==> src/rtl/core/tlbc_pkg.sv <==
package tlbc_pkg;

  // Store geometry
  localparam int ENTRIES     = 16;
  localparam int HAND_W      = $clog2(ENTRIES);

  // Field widths
  localparam int OPCODE_W    = 2;
  localparam int VA_W        = 16;
  localparam int PAGE_W      = 6;
  localparam int OFFSET_W    = 10;
  localparam int FRAME_W     = 14;
  localparam int PROT_W      = 3;
  localparam int STATUS_W    = 3;
  localparam int PA_W        = FRAME_W + OFFSET_W;
  localparam int WA_W        = PAGE_W + 2;

  // Queue between front and back
  localparam int QUEUE_DEPTH = 2;
  localparam int QPTR_W      = $clog2(QUEUE_DEPTH);
  localparam int QCNT_W      = $clog2(QUEUE_DEPTH + 1);

  // Operation codes
  localparam logic [OPCODE_W-1:0] OP_TRANSLATE = 2'd0;
  localparam logic [OPCODE_W-1:0] OP_REPLY     = 2'd1;
  localparam logic [OPCODE_W-1:0] OP_TICK      = 2'd2;

  // Result status codes
  localparam logic [STATUS_W-1:0] STATUS_OK    = 3'd0;
  localparam logic [STATUS_W-1:0] STATUS_PROT  = 3'd1;
  localparam logic [STATUS_W-1:0] STATUS_WALK  = 3'd2;
  localparam logic [STATUS_W-1:0] STATUS_SEGV  = 3'd3;
  localparam logic [STATUS_W-1:0] STATUS_TICK  = 3'd4;
  localparam logic [STATUS_W-1:0] STATUS_STRAY = 3'd5;

  // All of read, write and execute set
  localparam logic [PROT_W-1:0] PROT_ALL = 3'd7;

  typedef struct packed {
    logic [OPCODE_W-1:0] opcode;
    logic [VA_W-1:0]     virtual_address;
    logic [FRAME_W-1:0]  pte_frame;
    logic                pte_valid;
    logic [PROT_W-1:0]   pte_protection;
  } request_t;

  typedef struct packed {
    logic [STATUS_W-1:0] status;
    logic [PA_W-1:0]     physical_address;
    logic [WA_W-1:0]     walk_address;
  } result_t;

  typedef enum logic [1:0] {
    KIND_TRANSLATE,
    KIND_REPLY,
    KIND_TICK
  } item_kind_t;

  // Classified item handed from front to back
  typedef struct packed {
    item_kind_t          kind;
    logic [PAGE_W-1:0]   page;
    logic [OFFSET_W-1:0] offset;
    logic [FRAME_W-1:0]  frame;
    logic                valid;
    logic [PROT_W-1:0]   prot;
  } work_item_t;

  typedef enum logic {
    BK_IDLE,
    BK_SWEEP
  } back_state_t;

endpackage

==> src/rtl/core/tlbc_front.sv <==
module tlbc_front import tlbc_pkg::*; (
  input  logic       clk,
  input  logic       rst,
  input  logic       push,
  output logic       full,
  input  request_t   request,
  output logic       q_empty,
  input  logic       q_pop,
  output work_item_t q_item
);

  work_item_t           slot [QUEUE_DEPTH];
  logic [QPTR_W-1:0]    wr_ptr;
  logic [QPTR_W-1:0]    rd_ptr;
  logic [QCNT_W-1:0]    count;
  work_item_t           item_dec;
  logic                 keep;
  logic                 do_write;
  logic                 do_read;

  // Classify the incoming request; drop unknown opcodes
  always_comb begin
    item_dec        = '0;
    item_dec.page   = request.virtual_address[VA_W-1:OFFSET_W];
    item_dec.offset = request.virtual_address[OFFSET_W-1:0];
    item_dec.frame  = request.pte_frame;
    item_dec.valid  = request.pte_valid;
    item_dec.prot   = request.pte_protection;
    keep            = 1'b1;
    unique case (request.opcode)
      OP_TRANSLATE: item_dec.kind = KIND_TRANSLATE;
      OP_REPLY:     item_dec.kind = KIND_REPLY;
      OP_TICK:      item_dec.kind = KIND_TICK;
      default: begin
        item_dec.kind = KIND_TICK;
        keep          = 1'b0;
      end
    endcase
  end

  assign full     = (count == QCNT_W'(QUEUE_DEPTH));
  assign q_empty  = (count == '0);
  assign do_write = push && !full && keep;
  assign do_read  = q_pop && !q_empty;
  assign q_item   = slot[rd_ptr];

  // Hold classified items until the back takes them
  always_ff @(posedge clk) begin
    if (do_write) begin
      slot[wr_ptr] <= item_dec;
    end
  end

  // Advance pointers and occupancy
  always_ff @(posedge clk) begin
    if (rst) begin
      wr_ptr <= '0;
      rd_ptr <= '0;
      count  <= '0;
    end else begin
      if (do_write) begin
        wr_ptr <= (wr_ptr == QPTR_W'(QUEUE_DEPTH - 1)) ? '0 : wr_ptr + 1'b1;
      end
      if (do_read) begin
        rd_ptr <= (rd_ptr == QPTR_W'(QUEUE_DEPTH - 1)) ? '0 : rd_ptr + 1'b1;
      end
      if (do_write && !do_read) begin
        count <= count + 1'b1;
      end else if (!do_write && do_read) begin
        count <= count - 1'b1;
      end
    end
  end

endmodule

==> src/rtl/core/tlbc_back.sv <==
module tlbc_back import tlbc_pkg::*; (
  input  logic       clk,
  input  logic       rst,
  input  logic       q_empty,
  output logic       q_pop,
  input  work_item_t q_item,
  output logic       empty,
  input  logic       pop,
  output result_t    result
);

  back_state_t         state;
  back_state_t         state_next;

  logic [PAGE_W-1:0]   entry_page       [ENTRIES];
  logic [FRAME_W-1:0]  entry_frame      [ENTRIES];
  logic [PROT_W-1:0]   entry_protection [ENTRIES];
  logic [ENTRIES-1:0]  occupied;
  logic [ENTRIES-1:0]  used;
  logic [HAND_W-1:0]   hand;
  logic [HAND_W-1:0]   hand_adv;
  logic [VA_W-1:0]     pending_address;
  logic                pending_flag;

  logic [PAGE_W-1:0]   hold_page;
  logic [OFFSET_W-1:0] hold_offset;
  logic [FRAME_W-1:0]  hold_frame;
  logic [PROT_W-1:0]   hold_prot;

  logic                res_valid;
  result_t             res;
  result_t             res_next;

  logic                res_free;
  logic                take;
  logic                hit;
  logic [HAND_W-1:0]   hit_idx;
  logic                reply_insert;
  logic                ins_req;
  logic                step_clear;
  logic                step_write;
  logic                res_load;
  logic [PAGE_W-1:0]   ins_page;
  logic [OFFSET_W-1:0] ins_offset;
  logic [FRAME_W-1:0]  ins_frame;
  logic [PROT_W-1:0]   ins_prot;

  assign res_free = !res_valid || pop;
  assign hand_adv = (hand == HAND_W'(ENTRIES - 1)) ? '0 : hand + 1'b1;

  // Search all entries; lowest-numbered occupied match wins
  always_comb begin
    hit     = 1'b0;
    hit_idx = '0;
    for (int i = ENTRIES - 1; i >= 0; i--) begin
      if (occupied[i] && (entry_page[i] == q_item.page)) begin
        hit     = 1'b1;
        hit_idx = HAND_W'(i);
      end
    end
  end

  // Next state
  always_comb begin
    state_next = state;
    unique case (state)
      BK_IDLE: begin
        if (take && reply_insert && used[hand]) begin
          state_next = BK_SWEEP;
        end
      end
      BK_SWEEP: begin
        if (!used[hand]) begin
          state_next = BK_IDLE;
        end
      end
      default: state_next = BK_IDLE;
    endcase
  end

  // Control outputs
  always_comb begin
    take         = 1'b0;
    reply_insert = (q_item.kind == KIND_REPLY) && pending_flag && q_item.valid &&
                   (q_item.prot != PROT_ALL);
    ins_req      = 1'b0;
    ins_page     = pending_address[VA_W-1:OFFSET_W];
    ins_offset   = pending_address[OFFSET_W-1:0];
    ins_frame    = q_item.frame;
    ins_prot     = q_item.prot;
    unique case (state)
      BK_IDLE: begin
        take    = !q_empty && res_free;
        ins_req = take && reply_insert;
      end
      BK_SWEEP: begin
        ins_req    = 1'b1;
        ins_page   = hold_page;
        ins_offset = hold_offset;
        ins_frame  = hold_frame;
        ins_prot   = hold_prot;
      end
      default: begin
        take = 1'b0;
      end
    endcase
    step_clear = ins_req && used[hand];
    step_write = ins_req && !used[hand];
    res_load   = (take && !step_clear) || (state == BK_SWEEP && step_write);
  end

  assign q_pop = take;

  // Form the result of this cycle's work
  always_comb begin
    res_next = '0;
    if (ins_req) begin
      res_next.status           = STATUS_OK;
      res_next.physical_address = {ins_frame, ins_offset};
    end else begin
      unique case (q_item.kind)
        KIND_TRANSLATE: begin
          if (!hit) begin
            res_next.status       = STATUS_WALK;
            res_next.walk_address = {q_item.page, 2'b00};
          end else if (entry_protection[hit_idx] == PROT_ALL) begin
            res_next.status = STATUS_PROT;
          end else begin
            res_next.status           = STATUS_OK;
            res_next.physical_address = {entry_frame[hit_idx], q_item.offset};
          end
        end
        KIND_REPLY: begin
          if (!pending_flag) begin
            res_next.status = STATUS_STRAY;
          end else if (!q_item.valid) begin
            res_next.status = STATUS_SEGV;
          end else begin
            res_next.status = STATUS_PROT;
          end
        end
        KIND_TICK: res_next.status = STATUS_TICK;
        default:   res_next.status = STATUS_STRAY;
      endcase
    end
  end

  // Write entry payload at the hand
  always_ff @(posedge clk) begin
    if (step_write) begin
      entry_page[hand]       <= ins_page;
      entry_frame[hand]      <= ins_frame;
      entry_protection[hand] <= ins_prot;
    end
  end

  // Hold the pending request and the insert under sweep
  always_ff @(posedge clk) begin
    if (take && q_item.kind == KIND_TRANSLATE && !hit) begin
      pending_address <= {q_item.page, q_item.offset};
    end
    if (take) begin
      hold_page   <= pending_address[VA_W-1:OFFSET_W];
      hold_offset <= pending_address[OFFSET_W-1:0];
      hold_frame  <= q_item.frame;
      hold_prot   <= q_item.prot;
    end
    if (res_load) begin
      res <= res_next;
    end
  end

  // Advance control state
  always_ff @(posedge clk) begin
    if (rst) begin
      state        <= BK_IDLE;
      occupied     <= '0;
      used         <= '0;
      hand         <= '0;
      pending_flag <= 1'b0;
      res_valid    <= 1'b0;
    end else begin
      state <= state_next;
      if (take) begin
        unique case (q_item.kind)
          KIND_TRANSLATE: begin
            if (hit) begin
              used[hit_idx] <= 1'b1;
            end else begin
              pending_flag <= 1'b1;
            end
          end
          KIND_REPLY: pending_flag <= 1'b0;
          KIND_TICK:  used         <= '0;
          default:    pending_flag <= pending_flag;
        endcase
      end
      if (step_clear) begin
        used[hand] <= 1'b0;
        hand       <= hand_adv;
      end
      if (step_write) begin
        occupied[hand] <= 1'b1;
        used[hand]     <= 1'b1;
        hand           <= hand_adv;
      end
      if (res_load) begin
        res_valid <= 1'b1;
      end else if (pop) begin
        res_valid <= 1'b0;
      end
    end
  end

  assign empty  = !res_valid;
  assign result = res;

`ifndef SYNTHESIS
  a_no_overwrite: assert property (@(posedge clk) disable iff (rst)
    res_load |-> (!res_valid || pop))
    else $error("result register overwritten before pop");

  a_used_implies_occupied: assert property (@(posedge clk) disable iff (rst)
    (used & ~occupied) == '0)
    else $error("use bit set on an empty entry");

  a_no_take_in_sweep: assert property (@(posedge clk) disable iff (rst)
    (state == BK_SWEEP) |-> !q_pop)
    else $error("item taken during clock sweep");

  a_reply_clears_pending: assert property (@(posedge clk) disable iff (rst)
    (take && q_item.kind == KIND_REPLY) |=> !pending_flag)
    else $error("pending request survived a reply");
`endif

endmodule

==> src/rtl/core/tlb_translate_clock_replace_top.sv <==
// Fully associative 16-entry TLB with clock replacement. Requests enter through a
// queue-style port (push/full) and results leave through one (empty/pop), one result
// per translate, reply or tick request; opcode 3 is dropped with no result. A hit,
// a miss (walk needed), a tick and a rejected reply each finish with no sweep in the
// back end. A reply that inserts first moves the clock hand past up to 16 used entries,
// clearing their use bits, then writes the entry. A two-deep queue lets requests
// keep arriving while the back end sweeps or a result waits to be popped.
module tlb_translate_clock_replace_top import tlbc_pkg::*; (
  input  logic     clk,
  input  logic     rst,
  input  logic     push,
  output logic     full,
  input  request_t request,
  output logic     empty,
  input  logic     pop,
  output result_t  result
);

  logic       q_empty;
  logic       q_pop;
  work_item_t q_item;

  tlbc_front u_front (
    .clk     (clk),
    .rst     (rst),
    .push    (push),
    .full    (full),
    .request (request),
    .q_empty (q_empty),
    .q_pop   (q_pop),
    .q_item  (q_item)
  );

  tlbc_back u_back (
    .clk     (clk),
    .rst     (rst),
    .q_empty (q_empty),
    .q_pop   (q_pop),
    .q_item  (q_item),
    .empty   (empty),
    .pop     (pop),
    .result  (result)
  );

endmodule

==> config.mk <==
export PLATFORM = sky130hd
export DESIGN_NAME = tlb_translate_clock_replace_top
export DESIGN_NICKNAME = d
export VERILOG_FILES = /design/src/rtl/core/tlbc_pkg.sv /design/src/rtl/core/tlbc_front.sv /design/src/rtl/core/tlbc_back.sv /design/src/rtl/core/tlb_translate_clock_replace_top.sv
export SDC_FILE = /design/constraint.sdc
export NUM_CORES = 1
export LEC_CHECK = 0
export BUFFER_PORTS_ARGS = -buffer_cell sky130_fd_sc_hd__buf_2
export CORE_MARGIN = 4
export CORE_UTILIZATION = 30
export DETAILED_ROUTE_END_ITERATION = 8
export GPL_ROUTABILITY_DRIVEN = 0
export MAX_ROUTING_LAYER = met4
export SLEW_MARGIN = 25
export SYNTH_ARGS = -nofsm -noshare
export SYNTH_HDL_FRONTEND = slang
export SYNTH_SLANG_ARGS = --single-unit
==> constraint.sdc <==
create_clock -name clk -period 5.7 [get_ports clk]
set_input_delay 0.855 -clock clk [delete_from_list [all_inputs] [get_ports clk]]
set_output_delay 0.855 -clock clk [all_outputs]
set_load 0.01 [all_outputs]
# Yosys cells after proc, flatten, opt, wreduce, memory -nomap -nowiden
# Memory sizes are Yosys's and may differ from the RTL's. A register that Yosys moved wholly into a read port is not among the register bits.
# Cells that the tools add are included.
# Widths: inputs -> output; s select.
# classes
magnitude_cmp,4
n_addsub,5
reduce_logical,57
n_eq_ne,25
mux,83
n_bitwise,7
# op_table
operator,count
$eq 6x6->1,16
$mux 16,6
$mux 4,19
$mux 24,3
$or 16x16->16,3
$logic_and 1x1->1,36
$mux 1,35
$mux 32,1
$pmux 16 s2,1
$and 16x16->16,1
$not 16->16,1
$mux 14,1
$lt 4x5->1 const B,2
$mux 10,1
$mux 3,3
$pmux 3 s3,1
$demux 1 s4,2
$ge 4x1->1 const B,2
$logic_not 1->1,8
$mux 8,1
$reduce_bool 2->1,4
$eq 2x2->1 const B,3
$logic_not 2->1,3
$mux 2,3
other kinds (18),25
# totals
inputBits,40
memories,4
out_inout_bits,37
elab_cells,203
mem_bits_rw,440
register_bits,127
# memory_table
name,depth,word_bits,read_ports,rd_clocked_by_memory_dff,write_ports,line_no,text
u_back.entry_frame,16,14,1,0,1,tlbc_back.sv:16,logic [FRAME_W-1:0] entry_frame [ENTRIES];
u_back.entry_page,16,6,16,0,1,tlbc_back.sv:15,logic [PAGE_W-1:0] entry_page [ENTRIES];
u_front.slot,2,36,1,1,1,tlbc_front.sv:12,work_item_t slot [QUEUE_DEPTH];
u_back.entry_protection,16,3,1,0,1,tlbc_back.sv:17,logic [PROT_W-1:0] entry_protection [ENTRIES];

# Depth between registers and ports, before layout
# Gate-level depths: netlist of the first run.
# An unclocked memory read counts as a cell.
# logic_depth
word_depth,33
depth_mapped,17
mapped_depth_nobuf,12

# Hierarchy
# Synthesis of the first run repeated with hierarchy kept, for this count alone.
# unflattened
hier_cells,1407
hier_area_um2,22245.1
# modules_own_cells
mod,area_each_um2,seq_area_each_um2,n_inst,cells_each
tlbc_back,19406.1,14293.7,1,1268
tlbc_front,2839.0,2262.2,1,139

# Worst setup path before layout of the first run
# Ideal clock, no wire load.
# synth_path
kind,register to register
from,register with a tool-made name
to,memory u_back.entry_frame[2][0] (enable)
arrival_time_ps,4456
path_slack_ps,776
stages_incl_launch_ff,9
synth_period_minus_slack_ps,4924
cell_sequence,dfxtp_1 > buf_6 > buf_1 > mux2_2 > a31oi_1 > or2_2 > clkbuf_1 > nand2_1 > nor4_1
# synth_lines
item,line_no
to (decl),tlbc_back.sv:16

==> results.tsv, run 1 <==
stage	metric	value	unit
status	status	finished, final reports clean	
floorplan	die_y	282	um
clock_tree	cts_resized	0	
clock_tree	cts_buffers	54	
clock_tree	cts_sinks	566	
power_and_ir_drop	leakagePower	8.48	nW
logic_synthesis	seq_area_frac_synth	0.734	
place	place_inst	2496	
worst_hold_path	holdPathEnd	u_front.slot[1][31]	
flow_run	drv_cap	0	
place	place_area	24400	um^2
grt	grt_pass1_vias	13000	
power_and_ir_drop	ir_drop	0.000278	V
layout	diodes	0	
layout	fin_area	26200	um^2
place	io_buffers	74	
logic_synthesis	ys_ff_latch	566	
sta	setup_violations	0	
layout	area_growth	16.3	%
worst_hold_path	worstHoldStart	request[31]	
clock_tree	htreeDepth	2	
grt	grt.overflow.total	0	
logic_synthesis	muxShareOfSynthArea	0.0693	
clock_tree	cts_setup_buffers	0	
logic_synthesis	synth_area_leaders	edfxtp_1 69%, dfxtp_1 3.9%, nand2_1 2.9%	
worst_setup_path	cp_top_family	simple AND/OR/NAND/NOR gates	
logic_synthesis	synth_top_family_by_area	simple AND/OR/NAND/NOR gates	
worst_setup_path	required	6.17	ns
grt	grt_pass1_wl	81.0	mm
worst_setup_path	cpPeakStageDelay	0.63	ns
logic_synthesis	async_flop_share	0	
floorplan	start_util	0.303	
sta	fmax	204	MHz
worst_setup_path	r2r-end	u_back.result[10]	
power_and_ir_drop	power_density	391	nW/um^2
worst_hold_path	min_path_type	input pin to flip-flop	
logic_synthesis	synth_xor_xnor_area_share	0.0392	
clock_tree	cts_tree	yes	
routing	drc	0	
layout	fillers	6986	
clock_tree	cts-root-buf	clkbuf_16	
worst_setup_path	rrSetupSlack	0.79	ns
sta	worst_slew_margin_rel	0.324	
floorplan	row_count	100	
sta	clock_skew	0.0300	ns
layout	regArea	16600	um^2
logic_synthesis	synth.most_common_cell	edfxtp_1	
worst_setup_path	crit_path_end_kind	flip-flop	
logic_synthesis	yosys_most_used_dff	edfxtp_1	
clock_tree	cts.clk_slew.worst_paths	0.06	ns
worst_setup_path	cpMostUsedCell	nand2_1	
floorplan	core-area	74400	um^2
layout	drive_gt1_frac	0.185	
grt	grt_use_total	0.138	
routing	wl_per_cell	20.9	um
floorplan	fp.dieW	282	um
logic_synthesis	synthTopCellsByCount	522 x edfxtp_1, 175 x nand2_1, 97 x nor2_1, 65 x mux2i_1, 57 x xnor2_1	
logic_synthesis	yosysTopAreaCell	edfxtp_1	
sta	post-route-period-util	0.861	
logic_synthesis	synth_edf_count	522	
floorplan	die_area	79600	um^2
worst_setup_path	cp.arrival	5.37	ns
worst_setup_path	reg2regPathDepth	13	
sta	hold_viol	0	
logic_synthesis	synthAdderAreaFrac	0.00277	
routing	num_vias	12900	
layout	layout.cells.non_filler	2599	
logic_synthesis	syn_inst	1469	
logic_synthesis	synth_simple_gate_area_frac	0.0825	
routing	first_pass_iters	5	
logic_synthesis	synth-compound-area-share	0.0533	
layout	multi_input_area	5640	um^2
logic_synthesis	syn_area_per_cell	15.4	um^2
worst_setup_path	worstPathCellList	mux2i_4, buf_4, xor2_1, nand4_1, or4_1, nand2_1, nand2_1, nand2_4, mux2_2, a22o_1, and4bb_1, o31a_1, a221o_1	
grt	antenna_found_initial	0	
floorplan	num_io_pins	77	
worst_setup_path	crit_slowest_cell	mux2i_4	
place	hpwl	32.8	mm
sta	tightest_slew	1.01	ns
routing	drt_iter0_drc	1180	
sta	finalSetupTns	0	ns
worst_setup_path	worstSetupPathType	flip-flop to flip-flop	
logic_synthesis	synth.lib_cells_used.distinct	66	
sta	min_period	4.91	ns
worst_hold_path	whs_path_depth	1	
clock_tree	clock_path_buffers	3	
clock_tree	cts_hold_buf	0	
grt	grt_max_degree	113	
routing	viasPerCell	4.95	
sta	rsz0062_at_grt	no	
clock_tree	clk_latency	0.62	ns
logic_synthesis	netlist_area	22600	um^2
logic_synthesis	yosysWarnings	0	
sta	drv_slew	0	
routing	ant_nets	0	
worst_setup_path	cp-start-kind	flip-flop	
layout	nets	1629	
logic_synthesis	netlist.area_leader.share	0.695	
worst_setup_path	cp_max_fo	17	
worst_setup_path	cp_num_buf_inv	1	
routing	routed_wl	54.3	mm
-- stage by stage --
step	setup slack, ns	hold slack, ns	util	power, mW
floorplan	0.776	0.422	-	6.07
global placement	0.929	0.429	0.327	6.61
detailed placement	0.813	0.435	0.327	6.65
CTS	0.775	0.393	0.352	10.4
global route	0.493	0.406	0.352	10.6
finish	0.794	0.427	0.352	10.3
-- registers in the layout (all words and copies together), names as in the netlist, 2 cells and up, named ones only --
signal,count
u_back.hold_offset,10
u_back.hold_page,6
u_back.entry_page,96
u_back.hold_prot,3
u_back.hold_frame,14
u_back.occupied,16
u_front.count,2
u_back.entry_frame,224
u_back.hand,4
u_back.entry_protection,48
u_back.result,33
u_back.pending_address,16
u_front.slot,72
u_back.used,16
-- worst max path at each step --
stage	cells past startpoint	startpoint	end
floorplan	8	flip-flop	u_back.entry_frame[2][0]
global placement	13	flip-flop	u_back.result[12]
detailed placement	13	flip-flop	u_back.result[13]
CTS	13	flip-flop	u_back.result[13]
global route	13	flip-flop	u_back.result[13]
finish	13	flip-flop	u_back.result[10]
-- worst reg2reg max path, cell delays in order, from the launching register on --
cell      delay, ns
dfxtp_2        0.56
mux2i_4        0.63
buf_4          0.26
xor2_1         0.16
nand4_1        0.13
or4_1          0.52
nand2_1        0.27
nand2_1        0.22
nand2_4        0.30
mux2_2         0.38
a22o_1         0.26
and4bb_1       0.31
o31a_1         0.51
a221o_1        0.25
-- layout make-up --
| class | instances | share of cell area |
|---|---|---|
| clock buffers | 67 | 0.0538 |
| flip-flops and latches | 566 | 0.631 |
| well taps | 969 | 0.0462 |
| inverters | 29 | 0.00424 |
| multi-input cells | 808 | 0.215 |
| repair buffers | 125 | 0.0328 |
| clock inverters | 35 | 0.0166 |
-- cells by family (layout without fill, tap and decap cells) --
| family | count (synthesis) | after routing |
|---|---|---|
| simple gates | 407 | 407 |
| flops | 566 | 566 |
| other cells | 1 | 2 |
| compound gates | 159 | 159 |
| fa+ha+maj | 5 | 5 |
| mux | 134 | 134 |
| buf+inv | 96 | 256 |
| xor+xnor | 101 | 101 |
-- layout by cell type (no fill, tap or decap), drive strengths merged, types with 3 or more instances in the layout --
cell type and instances:
or2 3, clkinv 25, nor2 98, mux2i 71
clkbuf 67, buf 125, nor2b 5, a221oi 7
edfxtp 522, and4 6, xor2 44, a211oi 4
mux2 57, ha 5, and2 12, and3 5
mux4 6, inv 30, nor4 5, nand2 175
nor3 10, o211ai 4, a221o 10, dfxtp 44
bufinv 8, nand4 37, a22o 3, or4 9
nand3 33, a32oi 35, xnor2 57, a32o 8
o21ai 30, o221ai 8, a21oi 29, a31oi 5
nand2b 4
-- where the power goes --
| group | internal [mW] | switching [mW] | total [mW] |
|---|---|---|---|
| clock network | 2.14 | 1.58 | 3.72 |
| registers | 5.12 | 0.122 | 5.24 |
| logic | 0.407 | 0.889 | 1.30 |
-- per-layer routing --
metal,GRT usage,up-vias,part of all wire
li1,-,5807,-
met2,0.219,403,0.48
met4,0.0295,0,0.015
met5,-,-,0
met1,0.190,6586,0.45
met3,0.0186,60,0.054
Note: power is estimated with default switching activity, not from simulation.
==> inputs of run 2 (changes only) <==
SKIP_LAST_GASP = 1   (was default)
clock period = 6.2 ns   (was 5.7 ns; I/O delays follow)
==> run 2 against run 1 <==
Clock power decreased by 15%. Sequential power decreased by 8.0%. Clock skew increased by 0.0050 ns. Cell area decreased by 1.2%. Wire length increased by 0.42%. Maximum frequency decreased by 5.4%. Critical endpoint is now u_back.result[12].
==> results.tsv, run 2 (same netlist as run 1, synthesis figures left out) <==
stage	metric	value	unit	change
status	status	finished, final reports clean		unchanged
floorplan	start_util	0.303		unchanged
clock_tree	htreeDepth	2		unchanged
layout	fillers	7014		was 6,986
routing	routed_wl	54.5	mm	was 54.3 mm
sta	min_period	5.18	ns	was 4.91 ns
layout	drive_gt1_frac	0.178		was 0.185
routing	num_vias	12800		was 12,900
sta	post-route-period-util	0.836		was 0.861
routing	viasPerCell	4.94		was 4.95
layout	top_register	u_back.entry_frame		unchanged
power_and_ir_drop	power_density	354	nW/um^2	was 391 nW/um^2
worst_hold_path	worstHoldStart	u_back.pending_address[4]		was request[31]
grt	grt_use_total	0.138		about the same
routing	wl_per_cell	21.1	um	was 20.9 um
worst_setup_path	cpMostUsedCell	nand2_1		unchanged
grt	antenna_found_initial	0		unchanged
clock_tree	cts-root-buf	clkbuf_16		unchanged
floorplan	fp.dieW	282	um	unchanged
clock_tree	clock_path_buffers	3		unchanged
worst_setup_path	required	6.68	ns	was 6.17 ns
power_and_ir_drop	leakagePower	8.32	nW	was 8.48 nW
layout	multi_input_area	5650	um^2	was 5640 um^2
worst_hold_path	holdPathEnd	u_back.hold_offset[4]		was u_front.slot[1][31]
floorplan	die_area	79600	um^2	unchanged
place	pre_cts_slack	1.03	ns	was 0.813 ns
sta	fmax	193	MHz	was 204 MHz
place	hpwl	32.9	mm	was 32.8 mm
routing	ant_nets	0		unchanged
sta	finalSetupTns	0	ns	unchanged
sta	clock_skew	0.0349	ns	was 0.0300 ns
clock_tree	cts_resized	0		unchanged
sta	hold_viol	0		unchanged
worst_setup_path	reg2regPathDepth	13		unchanged
place	io_buffers	74		unchanged
worst_hold_path	min_path_type	flip-flop to flip-flop		was input pin to flip-flop
worst_setup_path	crit_slowest_cell	mux2i_4		unchanged
clock_tree	cts_hold_buf	0		unchanged
routing	drt_iter0_drc	1251		was 1,180
sta	worst_slack	1.02	ns	was 0.794 ns
layout	layout_common_cells	522 x edfxtp_1, 174 x nand2_1, 90 x nor2_1		was 522 x edfxtp_1, 174 x nand2_1, 91 x nor2_1
layout	nets	1619		was 1,629
floorplan	num_io_pins	77		unchanged
worst_setup_path	cp.arrival	5.67	ns	was 5.37 ns
routing	drc	0		unchanged
worst_setup_path	cp-start-kind	flip-flop		unchanged
floorplan	core-area	74400	um^2	unchanged
worst_setup_path	crit_path_end_kind	flip-flop		unchanged
clock_tree	cts_setup_buffers	0		unchanged
worst_setup_path	r2r-end	u_back.result[12]		was u_back.result[10]
clock_tree	cts_sinks	566		unchanged
sta	worst_slew_margin_rel	0.340		was 0.324
worst_hold_path	whs_path_depth	0		was 1
grt	grt_pass1_wl	81.2	mm	was 81.0 mm
sta	tightest_slew	0.990	ns	was 1.01 ns
floorplan	die_y	282	um	unchanged
layout	largest_register_ffs	224		unchanged
worst_setup_path	cpPeakStageDelay	0.62	ns	was 0.63 ns
clock_tree	cts.clk_slew.worst_paths	0.06	ns	about the same
layout	regArea	16600	um^2	about the same
layout	diodes	0		unchanged
flow_run	drv_cap	0		unchanged
worst_setup_path	cp_max_fo	34		was 17
sta	drv_slew	0		unchanged
worst_setup_path	worstPathCellList	mux2i_4, buf_4, xor2_1, nand4_1, or4_1, nand2_1, nand2_1, nand2_4, mux2_2, a22o_1, and4bb_1, o31a_1, a221o_1		unchanged
grt	grt.overflow.total	0		unchanged
layout	area_growth	14.9	%	was 16.3%
clock_tree	cts_buffers	55		was 54
routing	first_pass_iters	7		was 5
layout	layout_commonest_cell	edfxtp_1		unchanged
floorplan	row_count	100		unchanged
worst_setup_path	rrSetupSlack	1.02	ns	was 0.79 ns
sta	rsz0062_at_grt	no		unchanged
grt	grt_pass1_vias	12900		was 13,000
clock_tree	cts_tree	yes		unchanged
sta	setup_violations	0		unchanged
clock_tree	clk_latency	0.64	ns	was 0.62 ns
grt	grt_max_degree	73		was 113
power_and_ir_drop	ir_drop	0.000204	V	was 0.000278 V
layout	top_regs	u_back.entry_frame: 224 flops, u_back.entry_page: 96 flops, u_front.slot: 72 flops		unchanged
worst_setup_path	worstSetupPathType	flip-flop to flip-flop		unchanged
run 2: worst max-delay path: cells and delay by family, from the launching register on:
family	cells	cell delay (ns)
buffers and inverters	1	0.30
muxes	2	1.01
and+or+nand+nor	6	1.90
DFF	1	0.57
AOI/OAI and AO/OA	3	1.04
xor gates and xnor gates	1	0.19
run 2: final cells by class:
| cell class | count | share of cell area |
|---|---|---|
| flip-flops and latches | 566 | 0.639 |
| multi-input cells | 808 | 0.218 |
| clock buffers | 69 | 0.0563 |
| well taps | 969 | 0.0468 |
| repair buffers | 114 | 0.0264 |
| clock inverters | 32 | 0.00913 |
| inverters | 29 | 0.00425 |
run 2: per-stage QoR:
stage	std cells	power [mW]	instance area (um^2)	utilization	hold slack [ns]
2_1_floorplan	1470	5.58	22600	-	0.422
3_3_place_gp	2486	6.06	24200	0.325	0.430
3_5_place_dp	2486	6.10	24200	0.325	0.434
4_1_cts	2587	9.27	25900	0.348	0.449
5_1_grt	2587	9.54	25900	0.348	0.460
6_report	2587	9.17	25900	0.348	0.447
run 2: how the worst max path moves through the flow:
stage | endpoint | slack (ns) | start | cells after the start
final | u_back.result[12] | 1.02 | flip-flop | 13
after global routing | u_back.result[13] | 0.72 | flip-flop | 13
after CTS | u_back.result[17] | 1.02 | flip-flop | 13
after detailed placement | u_back.result[17] | 1.03 | flip-flop | 13
after global placement | u_back.result[9] | 1.22 | flip-flop | 13
after floorplan | u_back.entry_frame[2][0] | 1.28 | flip-flop | 8
run 2: routing by layer:
| metal | track usage | wire, um | vias to the layer above |
|---|---|---|---|
| met2 | 0.220 | 26100 | 434 |
| met4 | 0.0336 | 1150 | 0 |
| met5 | - | 0 | - |
| met3 | 0.0263 | 3460 | 87 |
| li1 | - | - | 5777 |
| met1 | 0.184 | 23800 | 6490 |
run 2: report_power, final:
part | total, mW | leakage [nW] | internal (mW) | switching, mW
logic | 1.16 | 2.38 | 0.357 | 0.803
registers | 4.82 | 5.11 | 4.71 | 0.116
clock network | 3.18 | 0.823 | 1.75 | 1.43
